## src/design/assert_macros.svh

```systemverilog
// ---------------------------------------------------------------------------
// Assertion macros
// Concurrent checks that compile away when SYNTHESIS is defined.
// ---------------------------------------------------------------------------
`ifndef ASSERT_MACROS_SVH
`define ASSERT_MACROS_SVH

`ifndef SYNTHESIS
// Same-cycle implication, checked at every rising clock edge outside reset.
`define ASSERT_IMPLY(lbl, clk, rst, ante, cons) \
   lbl: assert property (@(posedge clk) disable iff (rst) (ante) |-> (cons)) \
      else $error("same-cycle implication failed");
// Next-cycle implication, checked at every rising clock edge outside reset.
`define ASSERT_NEXT(lbl, clk, rst, ante, cons) \
   lbl: assert property (@(posedge clk) disable iff (rst) (ante) |=> (cons)) \
      else $error("next-cycle implication failed");
`else
`define ASSERT_IMPLY(lbl, clk, rst, ante, cons)
`define ASSERT_NEXT(lbl, clk, rst, ante, cons)
`endif

`endif

```

## src/design/llf_pkg.sv

```systemverilog
// ---------------------------------------------------------------------------
// Least-laxity-first scheduler package
// Sizes, field widths and the records passed between the cell row and control.
// ---------------------------------------------------------------------------
package llf_pkg;

   // Table size and time width.
   localparam int MAX_TASKS = 8;
   localparam int TIME_BITS = 16;
   localparam int SLOT_W    = (MAX_TASKS > 1) ? $clog2(MAX_TASKS) : 1;
   // Laxity spans deadline minus two time values, so two extra bits hold it.
   localparam int LAX_W     = TIME_BITS + 2;

   // Fixed widths of the port fields.
   localparam int SLOT_FIELD_W = 3;
   localparam int TIME_FIELD_W = 16;
   localparam int LAX_FIELD_W  = 18;
   localparam int MISS_W       = 16;

   // Request action codes.
   localparam logic ACT_LOAD = 1'b0;
   localparam logic ACT_TICK = 1'b1;

   // Scan record that walks the cell row, one cell per cycle.
   typedef struct packed {
      logic                    token;
      logic                    found;
      logic [SLOT_W-1:0]       slot;
      logic signed [LAX_W-1:0] lax;
      logic [TIME_BITS-1:0]    rem;
   } llf_scan_type;

   // Slot write, broadcast to every cell.
   typedef struct packed {
      logic                 en;
      logic [SLOT_W-1:0]    slot;
      logic [TIME_BITS-1:0] arrival;
      logic [TIME_BITS-1:0] burst;
      logic [TIME_BITS-1:0] deadline;
   } llf_load_type;

   // Remaining-work decrement of the chosen slot.
   typedef struct packed {
      logic              en;
      logic [SLOT_W-1:0] slot;
   } llf_dec_type;

endpackage

```

## src/design/llf_cell.sv

```systemverilog
// ---------------------------------------------------------------------------
// Scheduler cell
// Holds one task slot and folds it into the passing scan record.
// ---------------------------------------------------------------------------
module llf_cell
   import llf_pkg::*;
(
   input  logic                 clock,
   input  logic                 reset,
   input  logic [SLOT_W-1:0]    cell_id,
   input  logic [TIME_BITS-1:0] now,
   input  llf_load_type         load,
   input  llf_dec_type          dec,
   input  llf_scan_type         scan_in,
   output llf_scan_type         scan_out,
   output logic                 busy
);

   logic [TIME_BITS-1:0]    arrival_ff;
   logic [TIME_BITS-1:0]    deadline_ff;
   logic [TIME_BITS-1:0]    remaining_ff;
   llf_scan_type            scan_ff;
   llf_scan_type            scan_in_next;
   logic                    ready;
   logic signed [LAX_W-1:0] lax;
   logic                    take;

   // A slot competes once it has arrived and still has work.
   assign ready = (remaining_ff != '0) && (arrival_ff <= now);
   assign lax   = $signed({2'b00, deadline_ff}) - $signed({2'b00, now})
                - $signed({2'b00, remaining_ff});

   // Strictly less wins, so the lower slot seen earlier keeps a tie.
   assign take = scan_in.token && ready && (!scan_in.found || (lax < scan_in.lax));

   always_comb begin
      scan_in_next = scan_in;
      if (take) begin
         scan_in_next.found = 1'b1;
         scan_in_next.slot  = cell_id;
         scan_in_next.lax   = lax;
         scan_in_next.rem   = remaining_ff;
      end
   end

   // Hand the record to the next cell.
   always_ff @(posedge clock) begin
      if (reset) begin
         scan_ff <= '0;
      end else begin
         scan_ff <= scan_in_next;
      end
   end

   // Slot storage: loads and decrements never coincide.
   always_ff @(posedge clock) begin
      if (reset) begin
         arrival_ff   <= '0;
         deadline_ff  <= '0;
         remaining_ff <= '0;
      end else if (load.en && (load.slot == cell_id)) begin
         arrival_ff   <= load.arrival;
         deadline_ff  <= load.deadline;
         remaining_ff <= load.burst;
      end else if (dec.en && (dec.slot == cell_id)) begin
         remaining_ff <= remaining_ff - 1'b1;
      end
   end

   assign scan_out = scan_ff;
   assign busy     = (remaining_ff != '0);

endmodule

```

## src/design/least_laxity_first_scheduler_top.sv

```systemverilog
// Responses: a load request gives no response; a tick request raises its response once its
// scan record has left the last slot cell and the summary state has registered the result.
// Flow: loads are taken one per cycle while the block is idle; a tick holds the block until
// its response is taken, the scan record walking the row of slot cells one cell per cycle.
// Reset: synchronous, active high; clears all slots, the time and the miss count.
// ---------------------------------------------------------------------------
// Least-laxity-first scheduler top level
// Control, time and miss counters around a row of slot cells.
// ---------------------------------------------------------------------------
`include "assert_macros.svh"

module least_laxity_first_scheduler_top
   import llf_pkg::*;
(
   input  logic                           clock,
   input  logic                           reset,
   input  logic                           req_valid,
   output logic                           req_stall,
   input  logic                           req_action,
   input  logic [SLOT_FIELD_W-1:0]        req_slot,
   input  logic [TIME_FIELD_W-1:0]        req_arrival,
   input  logic [TIME_FIELD_W-1:0]        req_burst,
   input  logic [TIME_FIELD_W-1:0]        req_deadline,
   output logic                           rsp_valid,
   input  logic                           rsp_stall,
   output logic                           rsp_idle,
   output logic [SLOT_FIELD_W-1:0]        rsp_chosen_slot,
   output logic signed [LAX_FIELD_W-1:0]  rsp_chosen_laxity,
   output logic [TIME_FIELD_W-1:0]        rsp_remaining_after,
   output logic                           rsp_will_miss,
   output logic                           rsp_finished,
   output logic [TIME_FIELD_W-1:0]        rsp_finish_time,
   output logic                           rsp_all_done,
   output logic [MISS_W-1:0]              rsp_miss_total
);

   typedef enum logic [3:0] {
      S_IDLE = 4'b0001,
      S_SCAN = 4'b0010,
      S_SUM  = 4'b0100,
      S_OUT  = 4'b1000
   } llf_state_type;

   llf_state_type           state_ff, state_in;
   logic [TIME_BITS-1:0]    now_ff;
   logic [MISS_W-1:0]       miss_ff;
   logic                    found_ff;
   logic [SLOT_W-1:0]       slot_ff;
   logic signed [LAX_W-1:0] lax_ff;
   logic [TIME_BITS-1:0]    rem_ff;

   logic                    rsp_valid_ff;
   logic                    idle_ff;
   logic [SLOT_FIELD_W-1:0] chosen_slot_ff;
   logic [LAX_FIELD_W-1:0]  chosen_lax_ff;
   logic [TIME_FIELD_W-1:0] rem_after_ff;
   logic                    will_miss_ff;
   logic                    finished_ff;
   logic [TIME_FIELD_W-1:0] finish_time_ff;
   logic                    all_done_ff;

   llf_scan_type            scan_head;
   llf_scan_type            chain [MAX_TASKS+1];
   llf_load_type            load;
   llf_dec_type             dec;
   logic [MAX_TASKS-1:0]    busy;
   logic                    accept;
   logic                    scan_end;
   logic                    miss_now;
   logic                    fin_now;
   logic [TIME_BITS-1:0]    now_in;
   logic [MISS_W-1:0]       miss_in;

   // Requests are taken only while the block is idle.
   assign req_stall = (state_ff != S_IDLE);
   assign accept    = req_valid && !req_stall;

   // Load broadcast; slots beyond the table are ignored.
   always_comb begin
      load.en       = accept && (req_action == ACT_LOAD) && (32'(req_slot) < MAX_TASKS);
      load.slot     = SLOT_W'(req_slot);
      load.arrival  = TIME_BITS'(req_arrival);
      load.burst    = TIME_BITS'(req_burst);
      load.deadline = TIME_BITS'(req_deadline);
   end

   // A tick request launches an empty scan record into the first cell.
   always_comb begin
      scan_head       = '0;
      scan_head.token = accept && (req_action == ACT_TICK);
   end

   assign chain[0] = scan_head;

   assign scan_end = (state_ff == S_SCAN) && chain[MAX_TASKS].token;

   // The winner loses one unit of work as the record leaves the row.
   assign dec.en   = scan_end && chain[MAX_TASKS].found;
   assign dec.slot = chain[MAX_TASKS].slot;

   // Row of slot cells.
   for (genvar i = 0; i < MAX_TASKS; i++) begin : g_cell
      llf_cell u_cell (
         .clock    (clock),
         .reset    (reset),
         .cell_id  (SLOT_W'(i)),
         .now      (now_ff),
         .load     (load),
         .dec      (dec),
         .scan_in  (chain[i]),
         .scan_out (chain[i+1]),
         .busy     (busy[i])
      );
   end

   // Control sequence: idle, scan, summarize, present.
   always_comb begin
      state_in = state_ff;
      case (state_ff)
         S_IDLE: begin
            if (accept && (req_action == ACT_TICK)) state_in = S_SCAN;
         end
         S_SCAN: begin
            if (scan_end) state_in = S_SUM;
         end
         S_SUM: begin
            state_in = S_OUT;
         end
         S_OUT: begin
            if (!rsp_stall) state_in = S_IDLE;
         end
         default: begin
            state_in = S_IDLE;
         end
      endcase
   end

   always_ff @(posedge clock) begin
      if (reset) begin
         state_ff <= S_IDLE;
      end else begin
         state_ff <= state_in;
      end
   end

   // Capture the winner as the record leaves the last cell.
   always_ff @(posedge clock) begin
      if (scan_end) begin
         found_ff <= chain[MAX_TASKS].found;
         slot_ff  <= chain[MAX_TASKS].slot;
         lax_ff   <= chain[MAX_TASKS].lax;
         rem_ff   <= chain[MAX_TASKS].rem;
      end
   end

   // Summary terms of the tick.
   assign miss_now = found_ff && lax_ff[LAX_W-1];
   assign fin_now  = found_ff && (rem_ff == TIME_BITS'(1));
   assign now_in   = (now_ff != '1) ? now_ff + 1'b1 : now_ff;
   assign miss_in  = (miss_now && (miss_ff != '1)) ? miss_ff + 1'b1 : miss_ff;

   // Time advances once per tick and the miss count once per missing tick, both saturating.
   always_ff @(posedge clock) begin
      if (reset) begin
         now_ff  <= '0;
         miss_ff <= '0;
      end else if (state_ff == S_SUM) begin
         now_ff  <= now_in;
         miss_ff <= miss_in;
      end
   end

   // Response valid.
   always_ff @(posedge clock) begin
      if (reset) begin
         rsp_valid_ff <= 1'b0;
      end else if (state_ff == S_SUM) begin
         rsp_valid_ff <= 1'b1;
      end else if (rsp_valid_ff && !rsp_stall) begin
         rsp_valid_ff <= 1'b0;
      end
   end

   // Response payload; idle ticks report zeros for the task fields.
   always_ff @(posedge clock) begin
      if (state_ff == S_SUM) begin
         idle_ff        <= !found_ff;
         chosen_slot_ff <= found_ff ? SLOT_FIELD_W'(slot_ff) : '0;
         chosen_lax_ff  <= found_ff ? LAX_FIELD_W'(lax_ff) : '0;
         rem_after_ff   <= found_ff ? TIME_FIELD_W'(rem_ff - 1'b1) : '0;
         will_miss_ff   <= miss_now;
         finished_ff    <= fin_now;
         finish_time_ff <= fin_now ? TIME_FIELD_W'(now_in) : '0;
         all_done_ff    <= ~|busy;
      end
   end

   assign rsp_valid           = rsp_valid_ff;
   assign rsp_idle            = idle_ff;
   assign rsp_chosen_slot     = chosen_slot_ff;
   assign rsp_chosen_laxity   = chosen_lax_ff;
   assign rsp_remaining_after = rem_after_ff;
   assign rsp_will_miss       = will_miss_ff;
   assign rsp_finished        = finished_ff;
   assign rsp_finish_time     = finish_time_ff;
   assign rsp_all_done        = all_done_ff;
   assign rsp_miss_total      = miss_ff;

   // Checks on the scan sequence and response consistency.
   `ASSERT_NEXT(a_scan_to_sum, clock, reset, scan_end, state_ff == S_SUM)
   `ASSERT_NEXT(a_sum_to_rsp, clock, reset, state_ff == S_SUM, rsp_valid)
   `ASSERT_IMPLY(a_idle_zero, clock, reset, rsp_valid && rsp_idle,
      (rsp_chosen_slot == '0) && (rsp_remaining_after == '0) && !rsp_finished)
   `ASSERT_IMPLY(a_miss_sign, clock, reset, rsp_valid,
      rsp_will_miss == rsp_chosen_laxity[LAX_FIELD_W-1])

endmodule

```

## config.mk

```make
export PLATFORM = sky130hd
export DESIGN_NAME = least_laxity_first_scheduler_top
export DESIGN_NICKNAME = d
export VERILOG_FILES = /design/src/design/llf_pkg.sv /design/src/design/llf_cell.sv /design/src/design/least_laxity_first_scheduler_top.sv
export VERILOG_INCLUDE_DIRS = /design/src /design/src/design
export SDC_FILE = /design/constraint.sdc
export NUM_CORES = 2
export LEC_CHECK = 0
export BUFFER_PORTS_ARGS = -buffer_cell sky130_fd_sc_hd__buf_4
export CAP_MARGIN = 20
export CORE_UTILIZATION = 40
export DETAILED_ROUTE_END_ITERATION = 10
export SYNTH_ARGS = -nofsm -noshare
export SYNTH_HDL_FRONTEND = slang
export SYNTH_SLANG_ARGS = --single-unit
```

## constraint.sdc

```tcl
create_clock -name clock -period 10 [get_ports clock]
set_input_delay 2 -clock clock [delete_from_list [all_inputs] [get_ports clock]]
set_output_delay 2 -clock clock [all_outputs]
set_load 0.01 [all_outputs]
```

==> impl_metrics.py <==
metrics = {
    "yosys": {
        "ys_warn_count": 0,
        "synthCells": 6049,
        "synth_fp_nets": 6636,
        "synth-edff-count": 95,
        "synth_flop_cell": "dfxtp_1",
        "synth-seq-area-share_pct": 35.5,
        "synthArstFlopShare_pct": 0,
        "yosys.cell_types.count": 89,
        "synth.avg_cell_area_um2": 8.10,
        "synth_seq_cells": 821,
        "syn_area_um2": 49000,
    },
    "clock_network": {
        "clk_latency_ns": 0.70,
        "htreeDepth": 3,
        "cts_buffers": 93,
        "root_buffer": "clkbuf_16",
        "cts_tree": "done",
        "hold_buffers": 0,
        "clockBufferDepth": 3,
        "cts_resized": 0,
        "clock_sinks": 821,
        "clk_pin_slew_ns": 0.06,
        "postCtsSetupRepairBufs": 0,
    },
    "grt": {
        "antenna_found_initial": 13,
        "grt_pass1_vias": 40500,
        "grt_usage_pct": 27.0,
        "grt_max_degree": 202,
        "overflow": 0,
        "grt_first_pass_wirelength_mm": 256,
    },
    "sta": {
        "rsz0062_at_grt": "no",
        "fin_ws_ns": 2.91,
        "maxSlewHeadroom_pct": 23.1,
        "clock_skew_ns": 0.0478,
        "report.final.slew_viol_count": 0,
        "period_share_pct": 70.9,
        "fin_crit_ns": 7.09,
        "worstMarginPinSlew_ns": 1.15,
        "tns_ns": 0,
        "finalHoldViolCount": 0,
        "holdWs_ns": 0.403,
        "max_freq_ghz": 0.141,
        "final-setup-viol-count": 0,
    },
    "floorplan": {
        "pin_count": 131,
        "start_util_pct": 40.3,
        "core-area_um2": 122000,
        "die_h_um": 352,
        "chipWidth_um": 352,
        "die_area_um2": 124000,
        "rows": 128,
    },
    "power_and_ir_drop": {
        "irDropWorstVdd_mv": 0.138,
        "swShare_pct": 29.8,
        "power_frac_clock_pct": 40.7,
        "switchingPower_mw": 2.58,
        "p_comb_share_pct": 20.3,
        "power.density_nw_per_um2": 158,
        "p_int_mw": 6.07,
        "p_leak_nw": 20.9,
        "seq_power_share_pct": 39.0,
    },
    "finish": {
        "regArea_um2": 17400,
        "fin_nets": 6626,
        "layout_commonest_cell": "nand2_1",
        "final_cell_mix": "nand2_1 (794), a21oi_1 (733), dfxtp_1 (726), ha_1 (515), nor2_1 (441)",
        "utilization_pct": 44.9,
        "multi_input_area_um2": 29100,
        "n_fill_cell": 12100,
        "synthToLayoutAreaGrowth_pct": 11.4,
        "drive_gt1_share_pct": 6.59,
    },
    "run_status": {
        "status": "complete, no violations",
    },
    "placement": {
        "place_congestion": 0.962,
        "pre_cts_slack_ns": 3.03,
        "hpwl_mm": 125,
        "io_buffers": 130,
    },
    "critical_path": {
        "cp.arrival_ns": 7.66,
        "required_ns": 10.58,
        "cp-end-kind": "flop",
        "rrSetupSlack_ns": 2.91,
        "startpoint_type": "flop",
        "rr_endpoint": "g_cell[4].u_cell.scan_out[32]",
        "critPathSlowestCell": "o311ai_0",
        "slowest_delay_ns": 0.60,
        "critical_path_class": "reg2reg",
        "ff2ff_path_depth": 28,
        "cp_max_fo": 22,
        "r2r_start": "now_ff[1]",
        "path_delay_family": "compound AO/OA/AOI/OAI gates",
        "crit_buf_inv": 5,
    },
    "job": {
        "maxCapViolations": 0,
    },
    "hold_path": {
        "min_to": "lax_ff[15]",
        "hold_path_depth": 0,
        "worstHoldStart": "g_cell[7].u_cell.scan_out[31]",
        "hp-class": "reg2reg",
    },
    "drt": {
        "wl_per_cell_um": 22.5,
        "viasPerCell": 5.77,
        "vias": 44600,
        "drc": 0,
        "drtIter0Drc": 4450,
        "drt_wl_total_mm": 174,
        "first_pass_iters": 9,
        "ant_nets": 0,
    },
}
cell usage after synthesis (15+ instances only):
master	count	share of area, %
nand4_1	52	0.66
xnor2_1	157	2.8
o31a_1	24	0.43
a221oi_1	33	0.59
a2111oi_0	15	0.27
fa_1	16	0.65
edfxtp_1	95	5.8
nor2b_1	69	0.88
o311ai_0	18	0.32
nor3_1	127	1.3
ha_1	515	13
nor2_1	447	3.4
nand2b_1	41	0.52
o21ai_0	316	3.2
o21a_1	82	1.3
or3_1	63	0.80
a21oi_1	734	7.5
inv_1	379	2.9
a211oi_1	58	0.89
o211ai_1	44	0.67
nor4_1	68	0.87
nand3_1	219	2.2
mux2i_1	72	1.5
o31ai_1	29	0.44
a21o_1	100	1.5
dfxtp_1	726	30
and2_1	41	0.52
nand2_1	794	6.1
xor2_1	66	1.2
and3_1	40	0.51
clkbuf_1	237	1.8
a31oi_1	46	0.59
buf_2	38	0.39
or2_2	18	0.23
o21ai_1	22	0.22
a21boi_0	19	0.29
sequential cells by signal (all words and copies together) (netlist names), 3 cells and up:
register                    flops
rsp_miss_total                 16
rsp_chosen_laxity              18
g_cell.u_cell.arrival_ff      128
rem_ff                         16
lax_ff                         18
g_cell.u_cell.deadline_ff     128
g_cell.u_cell.remaining_ff    128
slot_ff                         3
now_ff                         16
rsp_remaining_after            16
state_ff                        4
rsp_finish_time                16
g_cell.u_cell.scan_out        305
rsp_chosen_slot                 3
logic make-up (layout without fill, tap and decap cells):
group	count (synthesis)	count (layout)	share of synthesized area, %
XOR/XNOR	223	223	3.98
adder cells (fa/ha/maj)	531	531	13.8
AND/OR/NAND/NOR	2051	2051	19.3
other	0	2	0
AO/OA/AOI/OAI	1670	1670	20.6
buffers and inverters	681	744	5.37
multiplexers	72	72	1.47
flip-flops	821	821	35.5
power groups by stage:
stage	sequential, mW	clock (mW)	combinational, mW
finish	3.37	3.52	1.76
global route	3.37	3.70	1.94
CTS	3.37	3.56	1.74
detailed placement	3.44	0	1.72
global placement	3.44	0	1.71
floorplan	3.43	0	1.27
per-layer routing:
metal / up-vias / routed length [µm] / track usage (%)
met5: - / 29 / 0
met4: 4 / 8270 / 11.3
met3: 340 / 12700 / 3.68
met2: 1732 / 78400 / 43.1
met1: 21200 / 75000 / 36.6
li1: 21400 / - / -
per-stage QoR:
step,instance area (µm²),power (mW),std cells
finish,54600,8.65,7739
global route,54600,9.01,7738
CTS,54600,8.67,7736
detailed placement,51500,5.17,7568
global placement,51500,5.15,7568
floorplan,49000,4.71,6049
final cells by class:
class                      count  share of cell area [%]
antenna                        2                 0.00917
timing repair buffer         195                    2.74
tap                         1625                    3.72
multi-input combinational   4547                    53.4
sequential                   821                    31.8
inverter                     381                    2.63
clock inverter                38                   0.891
clock buffer                 130                    4.79
how the worst max path moves through the flow:
stage | start | slack (ns) | endpoint | cells past startpoint
2_1_floorplan | now_ff[1] | 4.22 | g_cell[7].u_cell.scan_out[32] | 24
3_3_place_gp | now_ff[1] | 3.15 | g_cell[4].u_cell.scan_out[32] | 28
3_5_place_dp | now_ff[1] | 3.03 | g_cell[4].u_cell.scan_out[32] | 28
4_1_cts | now_ff[1] | 2.99 | g_cell[4].u_cell.scan_out[32] | 26
5_1_grt | now_ff[1] | 2.35 | g_cell[4].u_cell.scan_out[32] | 28
6_report | now_ff[1] | 2.91 | g_cell[4].u_cell.scan_out[32] | 28
No activity file was read; power rests on OpenSTA's default activity.
